<file path="src/rau_pkg.sv">
// Shared types and constants for the rational arithmetic unit.
`default_nettype none

package rau_pkg;

   localparam int NUM_WIDTH_DEF = 16;
   localparam int ACC_WIDTH_DEF = 8;
   localparam int OP_WIDTH      = 3;

   typedef enum logic [OP_WIDTH-1:0] {
      OP_ADD    = 3'd0,
      OP_SUB    = 3'd1,
      OP_MUL    = 3'd2,
      OP_DIV    = 3'd3,
      OP_NEG    = 3'd4,
      OP_ABS    = 3'd5,
      OP_REDUCE = 3'd6
   } op_type;

   typedef struct packed {
      logic load;
      logic mul;
      logic gcd_step;
      logic div_step;
      logic finish;
   } cmd_type;

   typedef struct packed {
      logic reduce_go;
      logic gcd_eq;
      logic div_last;
   } stat_type;

endpackage

`default_nettype wire

</file>
<file path="src/rational_arith_unit.sv">
// Top level of the rational arithmetic unit.
//
// Requests arrive on the req_ stream: req_tuser carries the operation code and
// req_tdata the two fractions with their accuracy tags. Each request yields
// exactly one word on the rsp_ stream: numerator, denominator and accuracy tag.
// A word moves when tvalid and tready are both high at a rising clock edge.
//
// Add, sub, mul, div, neg, abs, the unknown code and a reduce with a zero
// numerator or denominator step through load on acceptance, multiply and
// finish, which registers the word and raises tvalid. Any other reduce adds
// a binary GCD loop (one shift or subtract a cycle) and bit-serial division
// between multiply and finish. One request is worked on at a time.
//
// The result sits in an output register; the next request is taken while it
// waits. If the receiver stalls, the finished item holds in the datapath
// until the output register is free, and no further request is accepted.
// Synchronous reset clears the controller and drops any pending result.
`default_nettype none

module rational_arith_unit #(
   parameter int NUM_WIDTH = rau_pkg::NUM_WIDTH_DEF,
   parameter int ACC_WIDTH = rau_pkg::ACC_WIDTH_DEF,
   localparam int REQ_DATA_W = ((4 * NUM_WIDTH + 2 * ACC_WIDTH + 7) / 8) * 8,
   localparam int RSP_DATA_W = ((4 * NUM_WIDTH + ACC_WIDTH + 2 + 7) / 8) * 8
) (
   input  wire                            clock,
   input  wire                            reset,
   input  wire                            req_tvalid,
   output logic                           req_tready,
   // a_num, a_den, a_acc, b_num, b_den, b_acc, zero fill
   input  wire [REQ_DATA_W-1:0]           req_tdata,
   // req_type
   input  wire [rau_pkg::OP_WIDTH-1:0]    req_tuser,
   output logic                           rsp_tvalid,
   input  wire                            rsp_tready,
   // res_num, res_den, res_acc, zero fill
   output logic [RSP_DATA_W-1:0]          rsp_tdata
);

   localparam int NW = NUM_WIDTH;
   localparam int AW = ACC_WIDTH;

   rau_pkg::cmd_type          cmd;
   rau_pkg::stat_type         stat;
   logic signed [2*NW:0]      res_num;
   logic signed [2*NW-1:0]    res_den;
   logic [AW:0]               res_acc;

   rau_ctrl u_ctrl (
      .clock      (clock),
      .reset      (reset),
      .req_tvalid (req_tvalid),
      .req_tready (req_tready),
      .rsp_tvalid (rsp_tvalid),
      .rsp_tready (rsp_tready),
      .cmd        (cmd),
      .stat       (stat)
   );

   rau_dp #(
      .NUM_WIDTH (NUM_WIDTH),
      .ACC_WIDTH (ACC_WIDTH)
   ) u_dp (
      .clock    (clock),
      .cmd      (cmd),
      .stat     (stat),
      .req_type (req_tuser),
      .a_num    ($signed(req_tdata[NW-1:0])),
      .a_den    ($signed(req_tdata[2*NW-1:NW])),
      .a_acc    (req_tdata[2*NW+AW-1:2*NW]),
      .b_num    ($signed(req_tdata[3*NW+AW-1:2*NW+AW])),
      .b_den    ($signed(req_tdata[4*NW+AW-1:3*NW+AW])),
      .b_acc    (req_tdata[4*NW+2*AW-1:4*NW+AW]),
      .res_num  (res_num),
      .res_den  (res_den),
      .res_acc  (res_acc)
   );

   assign rsp_tdata = RSP_DATA_W'({res_acc, res_den, res_num});

endmodule

`default_nettype wire

</file>
<file path="src/rau_dp.sv">
// Datapath of the rational arithmetic unit: operand registers, multipliers, GCD and dividers.
`default_nettype none

module rau_dp #(
   parameter int NUM_WIDTH = rau_pkg::NUM_WIDTH_DEF,
   parameter int ACC_WIDTH = rau_pkg::ACC_WIDTH_DEF
) (
   input  wire                            clock,
   input  wire rau_pkg::cmd_type          cmd,
   output rau_pkg::stat_type              stat,
   input  wire [rau_pkg::OP_WIDTH-1:0]    req_type,
   input  wire signed [NUM_WIDTH-1:0]     a_num,
   input  wire signed [NUM_WIDTH-1:0]     a_den,
   input  wire [ACC_WIDTH-1:0]            a_acc,
   input  wire signed [NUM_WIDTH-1:0]     b_num,
   input  wire signed [NUM_WIDTH-1:0]     b_den,
   input  wire [ACC_WIDTH-1:0]            b_acc,
   output logic signed [2*NUM_WIDTH:0]    res_num,
   output logic signed [2*NUM_WIDTH-1:0]  res_den,
   output logic [ACC_WIDTH:0]             res_acc
);

   localparam int NW = NUM_WIDTH;
   localparam int PW = 2 * NUM_WIDTH;
   localparam int KW = $clog2(NUM_WIDTH);

   rau_pkg::op_type        op_ff;
   logic signed [NW-1:0]   an_ff, ad_ff, bn_ff, bd_ff;
   logic [ACC_WIDTH-1:0]   aa_ff, ba_ff;

   logic signed [PW-1:0]   p0_ff, p1_ff, p2_ff;
   logic signed [PW-1:0]   p0_in, p1_in, p2_in;

   logic [NW-1:0]          x_ff, y_ff, x_in, y_in;
   logic [KW-1:0]          k_ff, k_in;

   logic [NW-1:0]          g_ff;
   logic [NW-1:0]          qn_ff, qd_ff, qn_in, qd_in;
   logic [NW-1:0]          rn_ff, rd_ff, rn_in, rd_in;
   logic [KW-1:0]          cnt_ff;

   logic [NW-1:0]          an_mag, ad_mag;
   logic [NW:0]            tn, td;

   logic signed [PW:0]     res_num_in;
   logic signed [PW-1:0]   res_den_in;
   logic [ACC_WIDTH:0]     res_acc_in;
   logic [ACC_WIDTH:0]     acc_max, acc_sum;
   logic signed [PW:0]     qn_ext, qd_ext;

   assign an_mag = an_ff[NW-1] ? NW'(-an_ff) : an_ff;
   assign ad_mag = ad_ff[NW-1] ? NW'(-ad_ff) : ad_ff;

   assign stat.reduce_go = (op_ff == rau_pkg::OP_REDUCE) && (an_ff != '0) && (ad_ff != '0);
   assign stat.gcd_eq    = (x_ff == y_ff);
   assign stat.div_last  = (cnt_ff == '0);

   // products: mul pairs straight, div crosses, add/sub use all three
   always_comb begin
      p0_in = an_ff * ((op_ff == rau_pkg::OP_MUL) ? bn_ff : bd_ff);
      p1_in = bn_ff * ad_ff;
      p2_in = ad_ff * ((op_ff == rau_pkg::OP_DIV) ? bn_ff : bd_ff);
   end

   // one binary GCD step: strip common twos, strip lone twos, subtract odds
   always_comb begin
      x_in = x_ff;
      y_in = y_ff;
      k_in = k_ff;
      if (!x_ff[0] && !y_ff[0]) begin
         x_in = x_ff >> 1;
         y_in = y_ff >> 1;
         k_in = k_ff + KW'(1);
      end else if (!x_ff[0]) begin
         x_in = x_ff >> 1;
      end else if (!y_ff[0]) begin
         y_in = y_ff >> 1;
      end else if (x_ff > y_ff) begin
         x_in = x_ff - y_ff;
      end else begin
         y_in = y_ff - x_ff;
      end
   end

   // restoring division, one quotient bit per cycle for both magnitudes
   always_comb begin
      tn = {rn_ff, qn_ff[NW-1]};
      td = {rd_ff, qd_ff[NW-1]};
      if (tn >= {1'b0, g_ff}) begin
         rn_in = NW'(tn - {1'b0, g_ff});
         qn_in = {qn_ff[NW-2:0], 1'b1};
      end else begin
         rn_in = tn[NW-1:0];
         qn_in = {qn_ff[NW-2:0], 1'b0};
      end
      if (td >= {1'b0, g_ff}) begin
         rd_in = NW'(td - {1'b0, g_ff});
         qd_in = {qd_ff[NW-2:0], 1'b1};
      end else begin
         rd_in = td[NW-1:0];
         qd_in = {qd_ff[NW-2:0], 1'b0};
      end
   end

   always_comb begin
      acc_max = (aa_ff > ba_ff) ? {1'b0, aa_ff} : {1'b0, ba_ff};
      acc_sum = {1'b0, aa_ff} + {1'b0, ba_ff};
      qn_ext  = $signed({{(PW+1-NW){1'b0}}, qn_ff});
      qd_ext  = $signed({{(PW+1-NW){1'b0}}, qd_ff});
      res_num_in = '0;
      res_den_in = '0;
      res_acc_in = '0;
      case (op_ff)
         rau_pkg::OP_ADD: begin
            res_num_in = {p0_ff[PW-1], p0_ff} + {p1_ff[PW-1], p1_ff};
            res_den_in = p2_ff;
            res_acc_in = acc_max;
         end
         rau_pkg::OP_SUB: begin
            res_num_in = {p0_ff[PW-1], p0_ff} - {p1_ff[PW-1], p1_ff};
            res_den_in = p2_ff;
            res_acc_in = acc_max;
         end
         rau_pkg::OP_MUL, rau_pkg::OP_DIV: begin
            res_num_in = {p0_ff[PW-1], p0_ff};
            res_den_in = p2_ff;
            res_acc_in = acc_sum;
         end
         rau_pkg::OP_NEG: begin
            res_num_in = -(PW+1)'(an_ff);
            res_den_in = PW'(ad_ff);
            res_acc_in = {1'b0, aa_ff};
         end
         rau_pkg::OP_ABS: begin
            res_num_in = $signed({{(PW+1-NW){1'b0}}, an_mag});
            res_den_in = $signed({{(PW-NW){1'b0}}, ad_mag});
            res_acc_in = {1'b0, aa_ff};
         end
         rau_pkg::OP_REDUCE: begin
            res_acc_in = {1'b0, aa_ff};
            if (stat.reduce_go) begin
               res_num_in = an_ff[NW-1] ? -qn_ext : qn_ext;
               res_den_in = ad_ff[NW-1] ? PW'(-qd_ext) : PW'(qd_ext);
            end else begin
               res_num_in = (PW+1)'(an_ff);
               res_den_in = PW'(ad_ff);
            end
         end
         default: begin
            res_num_in = '0;
            res_den_in = '0;
            res_acc_in = '0;
         end
      endcase
   end

   always_ff @(posedge clock) begin
      if (cmd.load) begin
         op_ff <= rau_pkg::op_type'(req_type);
         an_ff <= a_num;
         ad_ff <= a_den;
         aa_ff <= a_acc;
         bn_ff <= b_num;
         bd_ff <= b_den;
         ba_ff <= b_acc;
      end
      if (cmd.mul) begin
         p0_ff <= p0_in;
         p1_ff <= p1_in;
         p2_ff <= p2_in;
         x_ff  <= an_mag;
         y_ff  <= ad_mag;
         k_ff  <= '0;
      end
      if (cmd.gcd_step) begin
         if (stat.gcd_eq) begin
            // GCD settled: restore common twos and prime the dividers
            g_ff   <= x_ff << k_ff;
            qn_ff  <= an_mag;
            qd_ff  <= ad_mag;
            rn_ff  <= '0;
            rd_ff  <= '0;
            cnt_ff <= KW'(NW - 1);
         end else begin
            x_ff <= x_in;
            y_ff <= y_in;
            k_ff <= k_in;
         end
      end
      if (cmd.div_step) begin
         qn_ff  <= qn_in;
         qd_ff  <= qd_in;
         rn_ff  <= rn_in;
         rd_ff  <= rd_in;
         cnt_ff <= cnt_ff - KW'(1);
      end
      if (cmd.finish) begin
         res_num <= res_num_in;
         res_den <= res_den_in;
         res_acc <= res_acc_in;
      end
   end

endmodule

`default_nettype wire

</file>
<file path="src/rau_ctrl.sv">
// Control state machine of the rational arithmetic unit.
`default_nettype none

module rau_ctrl (
   input  wire                     clock,
   input  wire                     reset,
   input  wire                     req_tvalid,
   output logic                    req_tready,
   output logic                    rsp_tvalid,
   input  wire                     rsp_tready,
   output rau_pkg::cmd_type        cmd,
   input  wire rau_pkg::stat_type  stat
);

   typedef enum logic [4:0] {
      S_IDLE = 5'b00001,
      S_MUL  = 5'b00010,
      S_GCD  = 5'b00100,
      S_DIV  = 5'b01000,
      S_DONE = 5'b10000
   } state_type;

   state_type state_ff, state_in;
   logic      rsp_valid_ff, rsp_valid_in;

   always_comb begin
      state_in   = state_ff;
      cmd        = '0;
      req_tready = 1'b0;
      case (state_ff)
         S_IDLE: begin
            req_tready = 1'b1;
            if (req_tvalid) begin
               cmd.load = 1'b1;
               state_in = S_MUL;
            end
         end
         S_MUL: begin
            cmd.mul  = 1'b1;
            state_in = stat.reduce_go ? S_GCD : S_DONE;
         end
         S_GCD: begin
            cmd.gcd_step = 1'b1;
            if (stat.gcd_eq) begin
               state_in = S_DIV;
            end
         end
         S_DIV: begin
            cmd.div_step = 1'b1;
            if (stat.div_last) begin
               state_in = S_DONE;
            end
         end
         S_DONE: begin
            // hold until the output word is free or leaving this cycle
            if (!rsp_valid_ff || rsp_tready) begin
               cmd.finish = 1'b1;
               state_in   = S_IDLE;
            end
         end
         default: begin
            state_in = S_IDLE;
         end
      endcase
   end

   always_comb begin
      if (cmd.finish) begin
         rsp_valid_in = 1'b1;
      end else if (rsp_tready) begin
         rsp_valid_in = 1'b0;
      end else begin
         rsp_valid_in = rsp_valid_ff;
      end
   end

   assign rsp_tvalid = rsp_valid_ff;

   always_ff @(posedge clock) begin
      if (reset) begin
         state_ff     <= S_IDLE;
         rsp_valid_ff <= 1'b0;
      end else begin
         state_ff     <= state_in;
         rsp_valid_ff <= rsp_valid_in;
      end
   end

endmodule

`default_nettype wire

</file>
<file path="config.mk">
export PLATFORM = sky130hd
export DESIGN_NAME = rational_arith_unit
export DESIGN_NICKNAME = d
export VERILOG_FILES = /design/src/rau_pkg.sv /design/src/rational_arith_unit.sv /design/src/rau_dp.sv /design/src/rau_ctrl.sv
export SDC_FILE = /design/constraint.sdc
export NUM_CORES = 2
export LEC_CHECK = 0
export BUFFER_PORTS_ARGS = -buffer_cell sky130_fd_sc_hd__clkbuf_2
export CAP_MARGIN = 20
export CORE_MARGIN = 1.5
export CORE_UTILIZATION = 30
export CTS_CLUSTER_SIZE = 28
export DETAILED_ROUTE_END_ITERATION = 16
export HOLD_SLACK_MARGIN = 0.03
export SLEW_MARGIN = 20
export SYNTH_ARGS = -nofsm -noshare
export SYNTH_HDL_FRONTEND = slang
export SYNTH_SLANG_ARGS = --single-unit
</file>
<file path="constraint.sdc">
create_clock -name clock -period 19.6 [get_ports clock]
set_input_delay 1.96 -clock clock [delete_from_list [all_inputs] [get_ports clock]]
set_output_delay 1.96 -clock clock [all_outputs]
set_load 0.05 [all_outputs]
</file>
# --- After elaboration in Yosys (flattened, before gate mapping) ---
# Cells that the tools add are included.
word_totals:
  inputBits: 87
  ff_bits: 379
op_classes:
  n_eq_ne: 21
  n_lt_le_gt_ge: 4
  shifts: 1
  n_mux: 63
  reduce_logical: 23
  n_addsub: 14
  n_mul: 3
op_table:
  columns: ["cell", "n"]
  rows:
  - ["$mux 16", 28]
  - ["$pmux 33 s6", 1]
  - ["$mux 32", 4]
  - ["$pmux 32 s4", 1]
  - ["$mux 33", 2]
  - ["$neg 16->33", 2]
  - ["$mul 16x32->32", 2]
  - ["$sub 16x16->16", 4]
  - ["$ge 17x16->1", 2]
  - ["$add 32x32->33", 1]
  - ["$sub 32x32->33", 1]
  - ["$mul 16x16->32", 1]
  - ["$neg 16->16", 2]
  - ["$neg 16->32", 1]
  - ["$reduce_bool 16->1", 2]
  - ["$mux 4", 7]
  - ["$pmux 9 s3", 1]
  - ["$mux 5", 5]
  - ["$pmux 5 s5", 1]
  - ["$eq 16x16->1", 1]
  - ["$gt 16x16->1", 1]
  - ["$shl 16x4->16", 1]
  - ["$ne 5x5->1 const B", 3]
  - ["$mux 1", 12]
  - ["other kinds (28)", 43]

# --- Logic depth before layout (Yosys ltp) ---
depth:
  word_depth: 7
  ltp_mapped: 31
  mapped_depth_nobuf: 25

# --- Hierarchy ---
# A second synthesis with hierarchy kept.
hier_totals:
  cells_unflattened: 5562
  hier_area_um2: 53213.5
by_module_without_submodules:
  columns: ["module", "instances", "cells_per_inst", "area_each_um2"]
  rows:
  - ["rau_dp", 1, 5515, 52820.7]
  - ["rau_ctrl", 1, 40, 344.1]
  - ["rational_arith_unit", 1, 7, 48.8]

# --- Least setup slack after synthesis ---
# OpenSTA, ideal clock, no wires.
synth_timing:
  path_type: "register to register"
  startpoint: "register u_dp.op_ff[1]"
  endpoint: "register u_dp.p0_ff[31], data pin"
  path_buffers: 6
  setup_ps: 260
  setup_slack_ps: 11717
  path_stages_with_launch: 30
  synth_period_minus_slack_ps: 7883
  arrival_time_ps: 7623
  path_cell_list: "edfxtp_1 clkbuf_1 nor2b_1 clkbuf_1 nor2b_1 clkbuf_1 buf_2 mux2_2 clkbuf_1 nand2_1 inv_1 fa_1 fa_1 fa_1 fa_1 fa_1 inv_1 fa_1 inv_1 ha_1 clkbuf_1 a21o_1 a21o_1 a21oi_1 nor3b_1 o21ai_0 a2111o_1 a31o_2 a21oi_1 xnor2_1"
synth_between:
  elab_chain_len: 3
synth_rtl:
  columns: ["element", "line_no", "source"]
  rows:
  - ["start, declared", "rau_dp.sv:27", "rau_pkg::op_type op_ff;"]
  - ["start signal, assigned", "rau_dp.sv:159", "op_ff <= rau_pkg::op_type'(req_type);"]
  - ["$eq 3x2->1", "rau_dp.sv:60", "p0_in = an_ff * ((op_ff == rau_pkg::OP_MUL) ? bn_ff : bd_ff);"]
  - ["$mux 32", "rau_dp.sv:60", null]
  - ["$mul 16x32->32", "rau_dp.sv:60", null]
  - ["net u_dp.p0_in[31]", "rau_dp.sv:32", "logic signed [PW-1:0] p0_in, p1_in, p2_in;"]
  - ["end signal, assigned", "rau_dp.sv:168", "p0_ff <= p0_in;"]
  - ["end, declared", "rau_dp.sv:31", "logic signed [PW-1:0] p0_ff, p1_ff, p2_ff;"]
# The timed path passes the listed nets, and every way through them passes these cells.
# A chain may end at the register's enable or synchronous reset.

# --- Worst setup path after layout ---
layout_timing:
  startpoint: "register u_dp.op_ff[1]"
  endpoint: "register u_dp.p2_ff[31], data pin"
layout_between:
  elab_chain_len: 3
layout_rtl:
  columns: ["element", "line_no", "source"]
  rows:
  - ["$eq 3x2->1", "rau_dp.sv:62", "p2_in = ad_ff * ((op_ff == rau_pkg::OP_DIV) ? bn_ff : bd_ff);"]
  - ["$mux 32", "rau_dp.sv:62", null]
  - ["$mul 16x32->32", "rau_dp.sv:62", null]
  - ["net u_dp.p2_in[31]", "rau_dp.sv:32", null]
  - ["end signal, assigned", "rau_dp.sv:170", "p2_ff <= p2_in;"]
  - ["end, declared", "rau_dp.sv:31", null]
# The timed path passes the listed nets, and every way through them passes these cells.

==> metrics.yaml <==
yosys:
  synthTopCellsByCount: "inv_1 (1015), fa_1 (792), nand2_1 (550), edfxtp_1 (372), ha_1 (372)"
  synth_area_leader_cell: "fa_1"
  ys_seq_elements: 379
  synth_top_area_share: 0.299
  ys_types: 84
  ys_top_cells_by_area: "fa_1 (30%), edfxtp_1 (21%), ha_1 (8.8%), inv_1 (7.2%), nand2_1 (3.9%)"
  synth_cells: 5579
  synth-seq-area-share: 0.214
  syn_avg_cell_area_sq_um: 9.49
  synth-edff-count: 372
  synth_area_sq_um: 53000
  yosysMostFrequentCell: "inv_1"
  synthFlopType: "edfxtp_1"
  ys_warn_count: 0
  async_reset_ff_frac: 0
cts:
  clkSlewWorstSetupHoldPaths_ns: 0.07
  htree_levels: 2
  cts-resized-gates: 0
  root_buffer: "clkbuf_16"
  cts_hold_repair.buffers: 0
  cts_tree: "done"
  clock_latency_ns: 0.68
  numCtsBuffers: 48
  post-cts-setup-buffers: 0
  clock_path_buffers: 3
  clock_sinks: 379
setup_path:
  critical_path_required_ns: 20.03
  cp_slowest_stage_delay_ns: 0.68
  end_kind: "flip-flop"
  path_class: "flip-flop to flip-flop"
  crit_top_cell: "fa_1"
  cp_slowest_cell: "edfxtp_1"
  critPathTopFamily: "adder cells"
  cp_max_fo: 33
  path_buf_inv: 6
  start_kind: "flip-flop"
  cp.arrival_ns: 9.05
sta:
  finalCritPeriodShare: 0.440
  tightestPinTransition_ns: 1.17
  fin_crit_ns: 8.62
  setup_slack_ns: 10.98
  rsz0062_at_grt: "false"
  tns_ns: 0
  relSlewSlack: 0.220
  drv_slew: 0
  max_freq_mhz: 116
  setup_viol: 0
  clock_skew_ns: 0.0529
  hold_violations: 0
floorplan:
  die_h_um: 423
  start_util: 0.301
  core_sq_um: 176000
  fp-row-count: 154
  die_area_sq_um: 179000
  ios: 169
  die_w_um: 423
grt:
  grt.busiest_layer: "met2"
  grt.met2_usage: 0.293
  overflow: 0
  grt_max_degree: 91
  grt_usage: 0.171
  met1_usage: 0.216
  grt_pass1_vias: 40800
  grt_use_met3: 0.0212
  antenna_found_initial: 4
  grt_pass1_wl_um: 239000
placement:
  gp_congestion: 0.931
  dp_slack_ns: 11.05
  dp_hpwl_um: 120000
  placed_cell_area_sq_um: 56300
  io_buffer_count: 162
detailed_routing:
  dr.pass1.iters: 12
  drt_iter0_markers: 2819
  wl_per_cell_um: 19.2
  routed_wl_um: 153000
  ant_nets: 0
  vias: 39400
  avgViaCountPerCell: 4.94
  drc: 0
cells_and_area:
  fin_area_sq_um: 58000
  final_nets: 6853
  multi_input_area_sq_um: 36900
  fill_cells: 18100
  area_growth_pct: 9.47
  fin_util: 0.330
  regArea_sq_um: 11300
  drive_above_1_share: 0.0681
run_status:
  status: "completed"
job:
  cap_violations: 0
hold_path:
  min_path_type: "flip-flop to flip-flop"
-- per-layer routing --
layer,part of all wire,up-vias
li1,-,18000
met1,0.41,20000
met3,0.050,271
met4,0.045,6
met5,0.00027,-
met2,0.49,1106
-- final timing paths --
check | startpoint | endpoint | slack [ns] | depth (start not counted)
setup / recovery | u_dp.op_ff[1] | u_dp.p2_ff[31] | 10.98 | 26
hold reg to reg | u_dp.p2_ff[14] | u_dp.res_den[14] | 0.55 | 2
setup reg to reg | u_dp.op_ff[1] | u_dp.p2_ff[31] | 10.98 | 26
hold / removal | u_dp.p2_ff[14] | u_dp.res_den[14] | 0.55 | 2
-- tightest hold or removal path, stage by stage (launching register included) --
cell and delay (ns):
edfxtp_1 0.33, nand2_1 0.05, o221ai_1 0.06
-- cell usage in the layout, fill, tap and decap left out, types with 64 or more instances in the layout --
cell,n
inv_1,1014
fa_1,792
nand2_1,548
ha_1,372
edfxtp_1,372
nor2_1,335
and2_1,310
a21oi_1,282
o21ai_0,173
xnor2_1,167
clkbuf_2,162
xor2_1,118
buf_4,71
mux2i_1,67
a21o_1,64
-- flip-flops by register name, summed over array words and instances, names as in the netlist, 32 cells and up --
signal / cells
u_dp.p1_ff: 32
u_dp.res_den: 32
u_dp.p2_ff: 32
u_dp.p0_ff: 32
u_dp.res_num: 33
-- cell families (layout without fill, tap and decap cells) --
kind of cell | Yosys count | after routing | share of synthesized area
AND/OR/NAND/NOR | 1507 | 1507 | 0.136
buffers and inverters | 1285 | 1341 | 0.0917
AO/OA/AOI/OAI | 854 | 854 | 0.103
XOR/XNOR | 285 | 285 | 0.0471
multiplexers | 104 | 104 | 0.0214
other | 1 | 7 | 0.0000708
flip-flops | 379 | 379 | 0.214
adder cells (fa/ha/maj) | 1164 | 1164 | 0.387
-- stage by stage --
step                instances  hold slack [ns]
floorplan                5584            0.507
global route             7980            0.581
global placement         7890            0.539
detailed placement       7892            0.539
CTS                      7980            0.550
finish                   7981            0.549
-- area by class of cell --
type	instances	share of cell area
clock buffer	57	0.0217
inverter	1020	0.0661
multi-input combinational	3920	0.636
sequential	379	0.195
timing repair buffer	233	0.0232
antenna	1	0.0000432
clock inverter	31	0.00745
tap	2340	0.0505
Power is not shown: default switching activity piles up to over one toggle a cycle in this logic, so the estimate is an artifact.
